$ cat config.mk
export PLATFORM = sky130hd
export DESIGN_NAME = dtwtb_ctrl
export DESIGN_NICKNAME = d
export VERILOG_FILES = /design/src/hw/rtl/dtwtb_pkg.sv /design/src/hw/rtl/dtwtb_ctrl.sv
export SDC_FILE = /design/constraint.sdc
export NUM_CORES = 1
export LEC_CHECK = 0
export BUFFER_PORTS_ARGS = -buffer_cell sky130_fd_sc_hd__buf_2
export CAP_MARGIN = 30
export CELL_PAD_IN_SITES_DETAIL_PLACEMENT = 1
export CELL_PAD_IN_SITES_GLOBAL_PLACEMENT = 2
export CORE_AREA = 3 3 41 43
export CTS_CLUSTER_SIZE = 12
export DETAILED_ROUTE_END_ITERATION = 10
export DIE_AREA = 0 0 44 46
export PLACE_DENSITY = 0.71
export SLEW_MARGIN = 20
export SYNTH_ARGS = -nofsm -noshare
export SYNTH_HDL_FRONTEND = slang
export SYNTH_SLANG_ARGS = --single-unit
export TNS_END_PERCENT = 5
$ cat constraint.sdc
create_clock -name clock -period 1.5 [get_ports clock]
set_clock_uncertainty 0.1 [all_clocks]
set_input_delay 0.3 -clock clock [delete_from_list [all_inputs] [get_ports clock]]
set_output_delay 0.3 -clock clock [all_outputs]
set_load 0.1 [all_outputs]
$ cat src/hw/rtl/dtwtb_pkg.sv
// Shared types, codes and defaults of the DTW traceback path block.
package dtwtb_pkg;

   // Default matrix bounds handed to the top level parameters.
   localparam int DEFAULT_MAX_ROWS = 64;
   localparam int DEFAULT_MAX_COLS = 64;

   // Size registers come out of reset at this value, saturated to the bound.
   localparam int CFG_SIZE_RESET = 64;
   localparam int CFG_W          = 7;

   // Request operation codes.
   typedef enum logic [1:0] {
      MODE_WRITE = 2'd0,
      MODE_TRACE = 2'd1,
      MODE_READ  = 2'd2,
      MODE_QUERY = 2'd3
   } mode_type;

   // Response status codes.
   typedef enum logic [1:0] {
      STATUS_OK    = 2'd0,
      STATUS_LEFT  = 2'd1,
      STATUS_RANGE = 2'd2
   } status_type;

   // Configuration register indexes.
   typedef enum logic [1:0] {
      CSR_ROWS = 2'd0,
      CSR_COLS = 2'd1
   } csr_index_type;

   // Step code layout: bit 0 moves one column left, bit 1 moves one row up.
   localparam logic [1:0] DIR_STOP     = 2'd0;
   localparam int         DIR_LEFT_BIT = 0;
   localparam int         DIR_UP_BIT   = 1;

   // Commands from the controller to the datapath.
   typedef struct packed {
      logic latch;
      logic access;
      logic walk_read;
      logic walk_step;
      logic finish;
   } cmd_type;

   // Status from the datapath to the controller.
   typedef struct packed {
      logic is_trace;
      logic walk_stop;
      logic walk_error;
   } stat_type;

endpackage

$ cat src/hw/rtl/dtwtb_ctrl.sv
// Controller state machine of the DTW traceback path block.
module dtwtb_ctrl
   import dtwtb_pkg::*;
(
   input  logic     clock,
   input  logic     reset,
   input  logic     start,
   input  stat_type stat,
   output cmd_type  cmd,
   output logic     busy,
   output logic     rsp_valid
);

   typedef enum logic [4:0] {
      ST_IDLE   = 5'b00001,
      ST_ACCESS = 5'b00010,
      ST_WREAD  = 5'b00100,
      ST_WSTEP  = 5'b01000,
      ST_FINISH = 5'b10000
   } state_type;

   state_type state_ff, state_in;
   logic      rsp_valid_ff, rsp_valid_in;
   logic      accept;

   // A transaction is taken only while the controller is idle.
   assign accept = start && (state_ff == ST_IDLE);

   // Next state: single accesses go through one memory cycle, a traceback
   // alternates between reading a cell and stepping to its neighbor.
   always_comb begin
      state_in = state_ff;
      unique case (state_ff)
         ST_IDLE: begin
            if (accept) begin
               state_in = stat.is_trace ? ST_WREAD : ST_ACCESS;
            end
         end
         ST_ACCESS: state_in = ST_FINISH;
         ST_WREAD:  state_in = ST_WSTEP;
         ST_WSTEP: begin
            if (stat.walk_stop || stat.walk_error) begin
               state_in = ST_FINISH;
            end else begin
               state_in = ST_WREAD;
            end
         end
         ST_FINISH: state_in = ST_IDLE;
         default:   state_in = ST_IDLE;
      endcase
   end

   assign rsp_valid_in = (state_ff == ST_FINISH);

   always_ff @(posedge clock) begin
      if (reset) begin
         state_ff     <= ST_IDLE;
         rsp_valid_ff <= 1'b0;
      end else begin
         state_ff     <= state_in;
         rsp_valid_ff <= rsp_valid_in;
      end
   end

   // Commands decoded from the state.
   always_comb begin
      cmd.latch     = accept;
      cmd.access    = (state_ff == ST_ACCESS);
      cmd.walk_read = (state_ff == ST_WREAD);
      cmd.walk_step = (state_ff == ST_WSTEP);
      cmd.finish    = (state_ff == ST_FINISH);
   end

   assign busy      = (state_ff != ST_IDLE);
   assign rsp_valid = rsp_valid_ff;

`ifndef SYNTHESIS
   // A response strobe lasts exactly one cycle.
   a_strobe_single: assert property (@(posedge clock) disable iff (reset)
      rsp_valid_ff |=> !rsp_valid_ff)
      else $error("response strobe held for more than one cycle");

   // Every response follows the finishing state.
   a_strobe_after_finish: assert property (@(posedge clock) disable iff (reset)
      rsp_valid_ff |-> $past(state_ff == ST_FINISH))
      else $error("response strobe without a finishing cycle");

   // A single-access transaction answers through the access and finishing states.
   a_access_latency: assert property (@(posedge clock) disable iff (reset)
      (accept && !stat.is_trace) |-> ##3 rsp_valid_ff)
      else $error("single-access transaction did not answer in three cycles");

   // A step that neither stops nor fails goes on to read the next cell.
   a_walk_continues: assert property (@(posedge clock) disable iff (reset)
      (state_ff == ST_WSTEP && !stat.walk_stop && !stat.walk_error)
      |=> (state_ff == ST_WREAD))
      else $error("traceback walk did not continue");
`endif

endmodule

Word-level counts from Yosys, hierarchy flattened
Index checks and enable logic that the tools add are counted.
{"block": "word_totals", "regBits": 6, "input_bits": 6, "word_cells": 15}
{"block": "classes", "n_eq_ne": 7, "n_mux": 4, "n_reduce_logical": 2}
{"op": "$pmux 5 s4", "count": 1}
{"op": "$mux 5", "count": 2}
{"op": "$eq 5x1->1 const B", "count": 1}
{"op": "$eq 5x2->1 const B", "count": 1}
{"op": "$eq 5x3->1 const B", "count": 1}
{"op": "$eq 5x4->1 const B", "count": 1}
{"op": "$eq 5x5->1 const B", "count": 1}
{"op": "$ne 5x1->1 const B", "count": 1}
{"op": "$mux 3", "count": 1}
{"op": "$ne 2x2->1 const B", "count": 1}
{"op": "$logic_and 1x1->1", "count": 1}
{"op": "$logic_or 1x1->1", "count": 1}

Logic depth before layout (Yosys ltp)
{"block": "logic_depth", "depth_word": 4, "ltp_mapped": 4}

Worst setup path before layout
No wires, ideal clock.
{"block": "synth_timing", "path_kind": "register to output", "start": "register state_ff[0]", "end": "output cmd[2] in the netlist's numbering", "t_arrival_ns": 1.964, "t_required_ns": 1.100, "path_slack_ns": -0.864, "stages_incl_launch_ff": 3, "path_cell_list": "dfxtp_1 -> or3_4 -> nor3b_2"}
{"item": "start, declared", "line": "dtwtb_ctrl.sv:22", "text": "state_type state_ff, state_in;"}
{"item": "start signal, assigned", "line": "dtwtb_ctrl.sv:60", "text": "state_ff <= state_in;"}
{"item": "end, declared", "line": "dtwtb_ctrl.sv:9", "text": "output cmd_type cmd,"}

==> metrics.md <==
| Metric | Value |
|---|---|
| Maxcap violations | 0 |
| Crit share post-route | 123% |
| Num Clock Sinks | 6 |
| Tightest Pin Transition | 0.487 ns |
| Worst setup SP type | flip-flop |
| Core area | 1330 um2 |
| Commonest cells post-synth | dfxtp_1 (6), nand3_1 (3) |
| TritonCTS clock tree | done |
| Ys Warns | 0 |
| Setup tns final | -1.43 ns |
| Yosys reg bits | 6 |
| RD Place Congestion | 0.754 |
| Placed cell count | 67 |
| PD cells | 821 nW/um2 |
| Crit. End Element | output port |
| Most numerous cell in the Yosys netlist | dfxtp_1 |
| Status | finished with violations |
| Reg power frac | 35.7% |
| Clock Root Buffer | clkbuf_4 |
| Failing checks | negative setup slack |
| Skew-Pair Late Insertion Delay | 0.24 ns |
| H-Tree Depth | 1 |
| Unrepaired setup endpoints after global routing | true |
| ANT cells | 0 |
| Hold Vio Cnt, Final | 0 |
| Final setup margin | -0.341 ns |
| Syn_nets | 40 |
| Synth area leaders | dfxtp_1 (37%), nor3b_2 (7.7%), nand3_1 (4.6%), and2b_1 (4.6%), buf_4 (4.6%) |
| Initial DRC count | 2 |
| IO Count | 13 |
| Post-synth top area share | 36.8% |
| Port Buf Inserts | 12 |
| Area leader, netlist | dfxtp_1 |
| DR WL/cell | 12.4 um |
| Initial antenna violation count | 0 |
| Gr ovfl total | 0 |
| Cts bufs inserted | 3 |
| Critical path start-end classification | flip-flop to output port |
| DRC viols | 0 |
| Total Wirelength | 865 um |
| Synthesized instance count | 34 |
| Setup violations, final | 6 |
| WP data required | 1.10 ns |
| Starting Density | 24.5% |
| Sw Pwr | 0.158 mW |
| Gate power share | 34.5% |
| Post-synth EDFFs | 0 |
| Clock transition at the registers of the reported paths | 0.04 ns |
| Max-slew headroom | 67.8% |
| First-pass GRT wire length | 1.46 mm |
| Pleak | 0.268 nW |
| GRT Total Usage | 10.4% |
| Syn_area_per_cell | 9.60 um2 |
| DR vias/cell | 4.67 |
| Die width | 44 um |
| Layout area overhead | 79.7% |
| Ys async rst share | 0% |
| Rows | 13 |
| Pint | 0.324 mW |
| Clock buffer depth | 2 |
| Vias | 327 |
| Worst hold path class | primary input to flip-flop |
| R2R setup slack | 0.08 ns |
| Sequential area share after synthesis | 36.8% |
| Crit Path Max Fanout | 3 |
| Max Slew Vio Count | 0 |
| Clk pwr share | 29.8% |
| Crit path DAT | 1.44 ns |
| DP HPWL | 781 um |
| Period minus WS final | 1.84 ns |
| Cell variety after synth | 22 |
| Top_reg_cell synth | dfxtp_1 |
| Setup bufs post-CTS | 0 |
| Drt pass-1 iters | 2 |
| Max Clk Rate | 0.543 GHz |
| Filler-free cell count of the finished design | 70 |
| Cell Area, Synth | 327 um2 |
| Routed Antenna Nets | 0 |
| VDD IR-drop max | 0.346 mV |
| Nets | 63 |
| Die area | 2020 um2 |
| Proportion of layout cells with a drive suffix above 1 | 60.0% |
| Vias in the first global route | 343 |
| Pin count of the biggest net entering global routing | 6 |
| Switching share of power | 32.8% |
| Chip height | 46 um |
==> sequential cells by signal, summed over array words and instances (netlist names) <==
signal	cells
state_ff	5
rsp_valid	1
==> worst paths after layout <==
kind | from | to | cells after the start
worst max-delay path | state_ff[0]$_SDFFE_PP1P_ | cmd[0] | 3
worst min-delay path | stat[2] | state_ff[1]$_SDFFE_PP0P_ | 2
worst max register to register | state_ff[3]$_SDFFE_PP0P_ | state_ff[4]$_SDFFE_PP0P_ | 5
worst min register to register | state_ff[4]$_SDFFE_PP0P_ | state_ff[1]$_SDFFE_PP0P_ | 3
==> metal layers <==
layer	vias to the layer above	global-route usage (%)	wire, um	part of all wire, %
met4	0	7.23	22	2.5
met1	150	10.5	341	39
met2	11	17.4	452	52
li1	163	-	-	-
met5	-	0	0	0
met3	3	4.35	49	5.7
==> cell type report <==
class                      instances  area, um2
clock buffer                       3       22.5
fill                             165        747
inverter                           1       3.75
multi-input combinational         25        209
sequential                         6        123
tap                               15       18.8
timing repair buffer              20        210
==> cell families after synthesis <==
| logic type | synth area share, % |
|---|---|
| compound gates | 9.20 |
| simple gates | 45.6 |
| xor+xnor | 2.68 |
| flops | 36.8 |
| buf+inv | 5.74 |
==> power groups by stage <==
stage	Clock, mW	Combinational, mW	Sequential, mW
after global placement	0	0.160	0.173
final	0.144	0.166	0.172
after CTS	0.153	0.168	0.172
after global routing	0.163	0.175	0.173
after floorplan	0	0.0978	0.174
after detailed placement	0	0.163	0.173
==> cells in the final DEF, fill, tap and decap left out, types with 2 or more instances in the layout <==
cell,count
and2_1,2
nor3b_4,2
buf_4,8
dfxtp_2,2
nor3_1,2
dfxtp_1,4
buf_2,6
buf_12,6
and2b_1,2
clkbuf_4,3
nand3_1,3
==> critical path, stage by stage (launching register included) <==
cell and delay [ns]:
dfxtp_2 0.32, or3_4 0.41, nor3b_4 0.26, buf_12 0.21
==> metrics by stage <==
stage / area (um2) / hold WS (ns) / utilization [%] / worst slack [ns] / power (mW)
after floorplan: 333 / 0.277 / - / -0.470 / 0.272
after global placement: 547 / 0.387 / 41.0 / -0.0728 / 0.333
after detailed placement: 547 / 0.402 / 41.0 / -0.128 / 0.336
after CTS: 587 / 0.138 / 44.0 / -0.354 / 0.493
after global routing: 587 / 0.131 / 44.0 / -0.390 / 0.511
final: 587 / 0.141 / 44.0 / -0.341 / 0.482
==> timing repair <==
item,in CTS,in global routing
resized for setup,6,0
setup endpoints to repair,6,7
pin swaps,1,1
hold buffers,0,0
Note: power is estimated with default switching activity, not from simulation.
